### config.mk
export PLATFORM = sky130hd
export DESIGN_NAME = text_stream_line_ending_checker_unit
export DESIGN_NICKNAME = d
export VERILOG_FILES = /design/src/design/tsle_pkg.sv /design/src/design/tsle_front.sv /design/src/design/tsle_queue.sv /design/src/design/tsle_back.sv /design/src/design/text_stream_line_ending_checker_unit.sv
export SDC_FILE = /design/constraint.sdc
export NUM_CORES = 1
export LEC_CHECK = 0
export ABC_CLOCK_PERIOD_IN_PS = 3100
export BUFFER_PORTS_ARGS = -buffer_cell sky130_fd_sc_hd__clkbuf_2
export CAP_MARGIN = 0
export CORE_UTILIZATION = 45
export DETAILED_ROUTE_END_ITERATION = 8
export HOLD_SLACK_MARGIN = 0.08
export PLACE_DENSITY = 0.75
export SLEW_MARGIN = 15
export SYNTH_ARGS = -nofsm -noshare
export SYNTH_HDL_FRONTEND = slang
export SYNTH_HIERARCHICAL = 1
export SYNTH_SLANG_ARGS = --single-unit
### constraint.sdc
create_clock -name clock -period 3.1 [get_ports clock]
set_input_delay 0.31 -clock clock [delete_from_list [all_inputs] [get_ports clock]]
set_output_delay 0.31 -clock clock [all_outputs]
set_load 0.02 [all_outputs]
### src/design/tsle_pkg.sv
package tsle_pkg;

   // Default width of the running byte offset.
   localparam int OFFSET_BITS_DEFAULT = 32;

   // Widths of the ports.
   localparam int OFFSET_OUT_BITS = 32;
   localparam int CSR_INDEX_BITS  = 8;
   localparam int CSR_DATA_BITS   = 8;

   // Depth of the queue between the front and the back (a power of two).
   localparam int Q_DEPTH    = 2;
   localparam int Q_PTR_BITS = $clog2(Q_DEPTH);

   // Special byte values.
   localparam logic [7:0] BYTE_CR  = 8'h0D;
   localparam logic [7:0] BYTE_LF  = 8'h0A;
   localparam logic [7:0] BYTE_NUL = 8'h00;
   localparam logic [7:0] PRINT_LO = 8'h20;
   localparam logic [7:0] PRINT_HI = 8'h7E;

   // Line ending styles. Codes above LFCR are legal to write but match nothing.
   localparam logic [2:0] STYLE_LEARN = 3'd0;
   localparam logic [2:0] STYLE_CR    = 3'd1;
   localparam logic [2:0] STYLE_LF    = 3'd2;
   localparam logic [2:0] STYLE_CRLF  = 3'd3;
   localparam logic [2:0] STYLE_LFCR  = 3'd4;

   // Register indexes of the configuration port.
   localparam logic [CSR_INDEX_BITS-1:0] CSR_CHECK_ENDINGS      = 8'd0;
   localparam logic [CSR_INDEX_BITS-1:0] CSR_EXPECTED_STYLE     = 8'd1;
   localparam logic [CSR_INDEX_BITS-1:0] CSR_REJECT_ZERO        = 8'd2;
   localparam logic [CSR_INDEX_BITS-1:0] CSR_REJECT_UNPRINTABLE = 8'd3;

   // Verdict codes.
   typedef enum logic [2:0] {
      VERDICT_OK      = 3'd0,
      VERDICT_ENDING  = 3'd1,
      VERDICT_ZERO    = 3'd2,
      VERDICT_UNPRINT = 3'd3,
      VERDICT_FAILED  = 3'd4
   } verdict_type;

   // Line break waiting for the following byte.
   typedef enum logic [2:0] {
      WAIT_NONE = 3'b001,
      WAIT_CR   = 3'b010,
      WAIT_LF   = 3'b100
   } pend_type;

   // One classified byte as it travels from the front to the back.
   typedef struct packed {
      logic                       is_cr;
      logic                       is_lf;
      logic                       is_zero;
      logic                       is_unprint;
      logic                       last;
      logic [OFFSET_OUT_BITS-1:0] offset;
   } item_type;

endpackage

### src/design/tsle_front.sv
module tsle_front #(
   parameter int OFFSET_BITS = tsle_pkg::OFFSET_BITS_DEFAULT
) (
   input  logic               clock,
   input  logic               reset,
   input  logic               req_valid,
   output logic               req_ready,
   input  logic [7:0]         req_data_byte,
   input  logic               req_end_of_file,
   input  logic               q_ready,
   output logic               q_push,
   output tsle_pkg::item_type q_item
);

   localparam int WideBits = (OFFSET_BITS > tsle_pkg::OFFSET_OUT_BITS) ?
                             OFFSET_BITS : tsle_pkg::OFFSET_OUT_BITS;

   logic [OFFSET_BITS-1:0] offset_ff;
   logic [OFFSET_BITS-1:0] offset_in;
   logic [WideBits-1:0]    offset_wide;

   // A beat is taken whenever the queue has room.
   assign req_ready = q_ready;
   assign q_push    = req_valid && q_ready;

   // Classify the byte and tag it with its offset in the file.
   assign offset_wide       = WideBits'(offset_ff);
   assign q_item.is_cr      = (req_data_byte == tsle_pkg::BYTE_CR);
   assign q_item.is_lf      = (req_data_byte == tsle_pkg::BYTE_LF);
   assign q_item.is_zero    = (req_data_byte == tsle_pkg::BYTE_NUL);
   assign q_item.is_unprint = (req_data_byte < tsle_pkg::PRINT_LO) ||
                              (req_data_byte > tsle_pkg::PRINT_HI);
   assign q_item.last       = req_end_of_file;
   assign q_item.offset     = offset_wide[tsle_pkg::OFFSET_OUT_BITS-1:0];

   // The offset counts up per byte, wraps, and restarts after the last byte of a file.
   always_comb begin
      offset_in = offset_ff;
      if (q_push) begin
         if (req_end_of_file) begin
            offset_in = '0;
         end else begin
            offset_in = offset_ff + 1'b1;
         end
      end
   end

   always_ff @(posedge clock) begin
      if (reset) begin
         offset_ff <= '0;
      end else begin
         offset_ff <= offset_in;
      end
   end

endmodule

### src/design/tsle_queue.sv
module tsle_queue (
   input  logic               clock,
   input  logic               reset,
   input  logic               push,
   input  tsle_pkg::item_type push_item,
   output logic               push_ready,
   input  logic               pop,
   output logic               head_valid,
   output tsle_pkg::item_type head_item
);

   tsle_pkg::item_type                entry_ff [tsle_pkg::Q_DEPTH];
   logic [tsle_pkg::Q_PTR_BITS-1:0]   wr_ptr_ff;
   logic [tsle_pkg::Q_PTR_BITS-1:0]   rd_ptr_ff;
   logic [tsle_pkg::Q_PTR_BITS:0]     count_ff;
   logic [tsle_pkg::Q_PTR_BITS:0]     count_in;

   assign push_ready = (count_ff != (tsle_pkg::Q_PTR_BITS + 1)'(tsle_pkg::Q_DEPTH));
   assign head_valid = (count_ff != '0);
   assign head_item  = entry_ff[rd_ptr_ff];

   // Occupancy follows pushes and pops; both may happen in one cycle.
   always_comb begin
      count_in = count_ff;
      if (push && !pop) begin
         count_in = count_ff + 1'b1;
      end else if (pop && !push) begin
         count_in = count_ff - 1'b1;
      end
   end

   always_ff @(posedge clock) begin
      if (reset) begin
         wr_ptr_ff <= '0;
         rd_ptr_ff <= '0;
         count_ff  <= '0;
      end else begin
         count_ff <= count_in;
         if (push) begin
            wr_ptr_ff <= wr_ptr_ff + 1'b1;
         end
         if (pop) begin
            rd_ptr_ff <= rd_ptr_ff + 1'b1;
         end
      end
   end

   // Entry storage needs no reset.
   always_ff @(posedge clock) begin
      if (push) begin
         entry_ff[wr_ptr_ff] <= push_item;
      end
   end

endmodule

### src/design/tsle_back.sv
module tsle_back (
   input  logic                                  clock,
   input  logic                                  reset,
   input  logic                                  csr_valid,
   output logic                                  csr_ready,
   input  logic [tsle_pkg::CSR_INDEX_BITS-1:0]   csr_index,
   input  logic [tsle_pkg::CSR_DATA_BITS-1:0]    csr_data,
   input  logic                                  q_valid,
   input  tsle_pkg::item_type                    q_item,
   output logic                                  q_pop,
   output logic                                  rsp_valid,
   input  logic                                  rsp_ready,
   output logic [2:0]                            rsp_verdict,
   output logic [tsle_pkg::OFFSET_OUT_BITS-1:0]  rsp_error_offset,
   output logic                                  rsp_file_done
);

   // Configuration registers.
   logic       check_endings_ff;
   logic [2:0] expected_style_ff;
   logic       reject_zero_ff;
   logic       reject_unprint_ff;

   // Per-file state.
   tsle_pkg::pend_type pend_ff;
   tsle_pkg::pend_type pend_in;
   logic [2:0]         learned_ff;
   logic [2:0]         learned_in;
   logic               failed_ff;
   logic               failed_in;

   // Output register.
   logic                                 rsp_valid_ff;
   tsle_pkg::verdict_type                verdict_ff;
   tsle_pkg::verdict_type                verdict_in;
   logic [tsle_pkg::OFFSET_OUT_BITS-1:0] offset_ff;
   logic                                 done_ff;

   // Ending evaluation.
   tsle_pkg::pend_type next_wait;
   logic               found_valid;
   logic [2:0]         found_style;
   logic [2:0]         tail_style;
   logic               bad_end;
   logic               csr_write;

   assign csr_ready = 1'b1;
   assign csr_write = csr_valid;

   // Take the next queued byte when the output register is free or being drained.
   assign q_pop            = q_valid && (!rsp_valid_ff || rsp_ready);
   assign rsp_valid        = rsp_valid_ff;
   assign rsp_verdict      = verdict_ff;
   assign rsp_error_offset = offset_ff;
   assign rsp_file_done    = done_ff;

   // Settle a waiting break against the current byte and find the verdict.
   always_comb begin
      pend_in     = pend_ff;
      learned_in  = learned_ff;
      failed_in   = failed_ff;
      verdict_in  = tsle_pkg::VERDICT_OK;
      bad_end     = 1'b0;
      found_valid = 1'b0;
      found_style = tsle_pkg::STYLE_LEARN;
      tail_style  = tsle_pkg::STYLE_LEARN;
      next_wait   = q_item.is_cr ? tsle_pkg::WAIT_CR :
                    q_item.is_lf ? tsle_pkg::WAIT_LF : tsle_pkg::WAIT_NONE;

      if (failed_ff) begin
         verdict_in = tsle_pkg::VERDICT_FAILED;
      end else begin
         if (check_endings_ff) begin
            unique case (pend_ff)
               tsle_pkg::WAIT_CR: begin
                  found_valid = 1'b1;
                  if (q_item.is_lf) begin
                     found_style = tsle_pkg::STYLE_CRLF;
                     next_wait   = tsle_pkg::WAIT_NONE;
                  end else begin
                     found_style = tsle_pkg::STYLE_CR;
                  end
               end
               tsle_pkg::WAIT_LF: begin
                  found_valid = 1'b1;
                  if (q_item.is_cr) begin
                     found_style = tsle_pkg::STYLE_LFCR;
                     next_wait   = tsle_pkg::WAIT_NONE;
                  end else begin
                     found_style = tsle_pkg::STYLE_LF;
                  end
               end
               default: begin
                  found_valid = 1'b0;
               end
            endcase

            // Learn the first ending found, otherwise compare it with the style.
            if (found_valid) begin
               if (learned_in == tsle_pkg::STYLE_LEARN) begin
                  learned_in = found_style;
               end else begin
                  bad_end = (found_style != learned_in);
               end
            end
            pend_in = next_wait;

            // A break still waiting on the last byte ends as a single break.
            if (q_item.last && !bad_end && (next_wait != tsle_pkg::WAIT_NONE)) begin
               tail_style = (next_wait == tsle_pkg::WAIT_CR) ?
                            tsle_pkg::STYLE_CR : tsle_pkg::STYLE_LF;
               if (learned_in == tsle_pkg::STYLE_LEARN) begin
                  learned_in = tail_style;
               end else begin
                  bad_end = (tail_style != learned_in);
               end
               pend_in = tsle_pkg::WAIT_NONE;
            end
         end else begin
            pend_in = tsle_pkg::WAIT_NONE;
         end

         // Ending errors take priority over byte content errors.
         if (bad_end) begin
            verdict_in = tsle_pkg::VERDICT_ENDING;
         end else if (reject_zero_ff && q_item.is_zero) begin
            verdict_in = tsle_pkg::VERDICT_ZERO;
         end else if (reject_unprint_ff && q_item.is_unprint) begin
            verdict_in = tsle_pkg::VERDICT_UNPRINT;
         end
         failed_in = (verdict_in != tsle_pkg::VERDICT_OK);
      end

      // The last byte starts a fresh file.
      if (q_item.last) begin
         pend_in    = tsle_pkg::WAIT_NONE;
         learned_in = expected_style_ff;
         failed_in  = 1'b0;
      end
   end

   // Configuration writes and per-file state.
   always_ff @(posedge clock) begin
      if (reset) begin
         check_endings_ff  <= 1'b0;
         expected_style_ff <= tsle_pkg::STYLE_LEARN;
         reject_zero_ff    <= 1'b0;
         reject_unprint_ff <= 1'b0;
         pend_ff           <= tsle_pkg::WAIT_NONE;
         learned_ff        <= tsle_pkg::STYLE_LEARN;
         failed_ff         <= 1'b0;
      end else begin
         if (q_pop) begin
            pend_ff    <= pend_in;
            learned_ff <= learned_in;
            failed_ff  <= failed_in;
         end
         if (csr_write) begin
            unique case (csr_index)
               tsle_pkg::CSR_CHECK_ENDINGS: begin
                  check_endings_ff <= csr_data[0];
               end
               tsle_pkg::CSR_EXPECTED_STYLE: begin
                  expected_style_ff <= csr_data[2:0];
                  learned_ff        <= csr_data[2:0];
               end
               tsle_pkg::CSR_REJECT_ZERO: begin
                  reject_zero_ff <= csr_data[0];
               end
               tsle_pkg::CSR_REJECT_UNPRINTABLE: begin
                  reject_unprint_ff <= csr_data[0];
               end
               default: begin
                  check_endings_ff <= check_endings_ff;
               end
            endcase
         end
      end
   end

   // Output register valid flag.
   always_ff @(posedge clock) begin
      if (reset) begin
         rsp_valid_ff <= 1'b0;
      end else if (q_pop) begin
         rsp_valid_ff <= 1'b1;
      end else if (rsp_ready) begin
         rsp_valid_ff <= 1'b0;
      end
   end

   // Output payload.
   always_ff @(posedge clock) begin
      if (q_pop) begin
         verdict_ff <= verdict_in;
         offset_ff  <= q_item.offset;
         done_ff    <= q_item.last;
      end
   end

endmodule

### src/design/text_stream_line_ending_checker_unit.sv
// Checks a text file streamed one byte per beat: line endings must all follow one style
// (fixed by expected_style, or learned from the first ending when it is 0), and zero or
// unprintable bytes can be rejected. Every byte returns one verdict with its file offset;
// after the first error the rest of the file reports "already failed", and the last byte
// (end_of_file set) restarts all per-file state. A CR or LF is judged together with the
// byte after it, so a lone-break error lands on that following byte. The block takes one
// byte per clock cycle while its queue has room; a byte passes through the two-entry queue
// between the classifying front and the state-keeping back, and then into the output
// register, before its result is offered. With the output stalled the block holds three
// bytes before it stalls its input. Configuration writes are taken every cycle and must
// only be made while no byte is in flight.
module text_stream_line_ending_checker_unit #(
   parameter int OFFSET_BITS = tsle_pkg::OFFSET_BITS_DEFAULT
) (
   input  logic                                  clock,
   input  logic                                  reset,
   input  logic                                  csr_valid,
   output logic                                  csr_ready,
   input  logic [tsle_pkg::CSR_INDEX_BITS-1:0]   csr_index,
   input  logic [tsle_pkg::CSR_DATA_BITS-1:0]    csr_data,
   input  logic                                  req_valid,
   output logic                                  req_ready,
   input  logic [7:0]                            req_data_byte,
   input  logic                                  req_end_of_file,
   output logic                                  rsp_valid,
   input  logic                                  rsp_ready,
   output logic [2:0]                            rsp_verdict,
   output logic [tsle_pkg::OFFSET_OUT_BITS-1:0]  rsp_error_offset,
   output logic                                  rsp_file_done
);

   logic               q_push;
   logic               q_ready;
   logic               q_pop;
   logic               q_valid;
   tsle_pkg::item_type push_item;
   tsle_pkg::item_type head_item;

   // Front: takes bytes, classifies them and counts offsets.
   tsle_front #(
      .OFFSET_BITS(OFFSET_BITS)
   ) u_front (
      .clock           (clock),
      .reset           (reset),
      .req_valid       (req_valid),
      .req_ready       (req_ready),
      .req_data_byte   (req_data_byte),
      .req_end_of_file (req_end_of_file),
      .q_ready         (q_ready),
      .q_push          (q_push),
      .q_item          (push_item)
   );

   // Queue between the two halves.
   tsle_queue u_queue (
      .clock      (clock),
      .reset      (reset),
      .push       (q_push),
      .push_item  (push_item),
      .push_ready (q_ready),
      .pop        (q_pop),
      .head_valid (q_valid),
      .head_item  (head_item)
   );

   // Back: line ending state, verdicts and configuration.
   tsle_back u_back (
      .clock            (clock),
      .reset            (reset),
      .csr_valid        (csr_valid),
      .csr_ready        (csr_ready),
      .csr_index        (csr_index),
      .csr_data         (csr_data),
      .q_valid          (q_valid),
      .q_item           (head_item),
      .q_pop            (q_pop),
      .rsp_valid        (rsp_valid),
      .rsp_ready        (rsp_ready),
      .rsp_verdict      (rsp_verdict),
      .rsp_error_offset (rsp_error_offset),
      .rsp_file_done    (rsp_file_done)
   );

endmodule

==> reports/summary.txt <==
Post-CTS Setup Inserts - 0
Hold WS - 0.1250 ns
Full die area - 15010 um2
Power Total - 6.195 mW
Crit. End Element - flip-flop
CP max stage delay - 0.56 ns
Clk Latency, worst-skew pair - 0.43 ns
Pwr Density - 824.2 nW/um2
Top_reg_cell synth - edfxtp_1
Synth area leaders - edfxtp_1 51%, dfxtp_1 16%, mux2_1 6.4%
Hold Fails Final Rpt - 0
H-tree levels - 4
Remaining Overflow, GRT - 0
Number of global-route vias before repair - 3923
Die H - 122.5 um
Site Rows - 43
Placed insts - 710
N_diodes - 0
Yosys reg bits - 161
Final period util - 0.7277
Peak supply drop - 0.4056 mV
Yosys warnings - 6
Synth cell types - 58
Root buf cell - clkbuf_16
Final Max Slew Viols - 0
Net count after synthesis - 515
First-pass GRT wire length - 19210 um
CP Cell Sequence - mux2_1, nand3b_1, a211oi_1, a211oi_1, or4_4, and3_1
Hold path depth - 3
R2r endpoint - u_back/rsp_verdict[1]
Dpl hpwl - 7614 um
Placer Congestion - 0.8509
Pin count of the biggest net entering global routing - 33
Critical-path top delay cell - or4_4
Cell taking the most area after synthesis - edfxtp_1
DRT Pass-1 Iters - 6
Ratio of cells with drive above 1 in the final layout - 0.1922
Post-Route WL - 12150 um
Seq/Total Area, Yosys - 0.6616
Wire per inst - 16.38 um
Worst EP required - 3.28 ns
Clock Skews - 0.01343 ns
Asr flop ratio synth - 0
# Max-Cap Violations - 0
GRT Overall Usage - 0.1702
Crit Path Max Fanout - 10
Vias - 4197
Worst Hold Class - in -> reg
Post-Syn Instances - 483
Layout Utilization - 0.5352
Design Area, Final - 7516 um2
Syn avg cell area - 13.53 um2
Layout Area Growth over Synthesis - 14.99%
Crit path kind - reg -> reg
Flop-to-flop setup slack - 0.84 ns
Die width - 122.5 um
Top-count cell post-synth - edfxtp_1
Setup_tns - 0 ns
Cell Count, Final, Fillers Out - 742
Fill cell count - 1107
Nets - 581
RSZ-0062 raised after global routing - no
Netlist Area Pre-Place - 6536 um2
Port Buf Inserts - 62
Synth top area share - 0.5054
Max_slew headroom - 0.5985
Post-route ant nets - 0
Crit path launch type - flip-flop
Pre-CTS setup slack - 0.8813 ns
Tightest Pin Transition - 0.6009 ns
DP Area - 6987 um2
Leak pwr - 2.605 nW
Worst Hold End - u_back/expected_style_ff[2]
Status - complete, no violations
Core area - 14040 um2
Top post-synthesis cells by count - 110 x edfxtp_1, 51 x dfxtp_1, 37 x mux2_1
Starting density of the core - 0.4655
Setup-failing EPs final - 0
Initial antenna violation count - 0
Final worst setup slack - 0.8443 ns
Io pins - 69
Max Freq - 0.4433 GHz
Vias per cell - 5.656
Clock sink count - 161
Clock Path Buffers - 2
CTS clk-pin slew, worst paths - 0.06 ns
Number of synthesized flops with an enable pin - 110
TritonCTS clock tree - done
Initial drt markers - 383
Final min period - 2.256 ns
Arrival @ worst endpoint - 2.43 ns
Most used cell, CP - a211oi_1
CTS resizes - 0
R2R cell count - 6
Min-Delay Startpoint - csr_data[2]
Hold buffer count at CTS - 0
CTS Buf Count - 17
Drt drc - 0
## worst max-delay path by stage
stage                              startpoint  cells after the start  slack [ns]                      to
final                               flip-flop                      6        0.84   u_back/rsp_verdict[1]
after global placement              flip-flop                      6        0.94   u_back/rsp_verdict[1]
after floorplan           u_queue/count_ff[0]                      4       0.005  u_queue/entry_ff[0][0]
after CTS                           flip-flop                      6        0.85   u_back/rsp_verdict[1]
after global routing                flip-flop                      6        0.67   u_back/rsp_verdict[1]
after detailed placement            flip-flop                      6        0.88   u_back/rsp_verdict[1]
## routing by layer
metal	share of wire	wire (um)	track usage	up-vias
li1	-	-	-	1977
met1	0.43	5200	0.2072	2044
met2	0.50	6041	0.2753	151
met3	0.054	658	0.05204	25
met4	0.021	252	0.08155	0
met5	0	0	0	-
## cell usage in the layout, fill, tap and decap left out, drive strengths merged, types with 15 or more instances in the layout
master  instances
nand3          15
edfxtp        110
dfxtp          51
a21oi          30
clkbuf         81
mux2           37
nor2           28
or4            15
nand2          19
o21ai          15
## registers in the layout (all words and copies together) (netlist names), 2 cells and up, named ones only
register                  cells
u_queue/entry_ff             74
u_back/rsp_error_offset      32
u_front/offset_ff            32
u_back/expected_style_ff      3
u_back/learned_ff             3
u_back/pend_ff                3
u_back/rsp_verdict            3
u_queue/count_ff              2
## cells by family after synthesis
family,after synthesis,share of synthesized area
muxes,42,0.07140
adders and majority gates,2,0.003828
buffers and inverters,35,0.03159
other,1,0.0005737
DFF,161,0.6616
AOI/OAI and AO/OA,79,0.07542
xor gates and xnor gates,16,0.02144
and+or+nand+nor,147,0.1342
## power by group
group	total (mW)	switching, mW	internal, mW	leakage [nW]
Combinational	1.37	0.910	0.459	0.880
Sequential	2.95	0.131	2.82	1.47
Clock	1.87	0.789	1.08	0.251
Total	6.19	1.83	4.37	2.60
## area by class of cell
cell class	instances	area, um2	share of cell area
Timing Repair Buffer	69	375.4	0.04994
Clock inverter	13	96.34	0.01282
Inverter	13	48.80	0.006492
Clock buffer	19	432.9	0.05760
Multi-Input combinational cell	287	2013	0.2679
Tap cell	180	225.2	0.02997
Sequential cell	161	4324	0.5753
## critical path: cells and delay by family, from the launching register on
family | cells | cell delay (ns)
multiplexers | 1 | 0.36
AND/OR/NAND/NOR | 3 | 0.87
flip-flops | 1 | 0.45
AO/OA/AOI/OAI | 2 | 0.32
No activity file was read; power rests on OpenSTA's default activity.
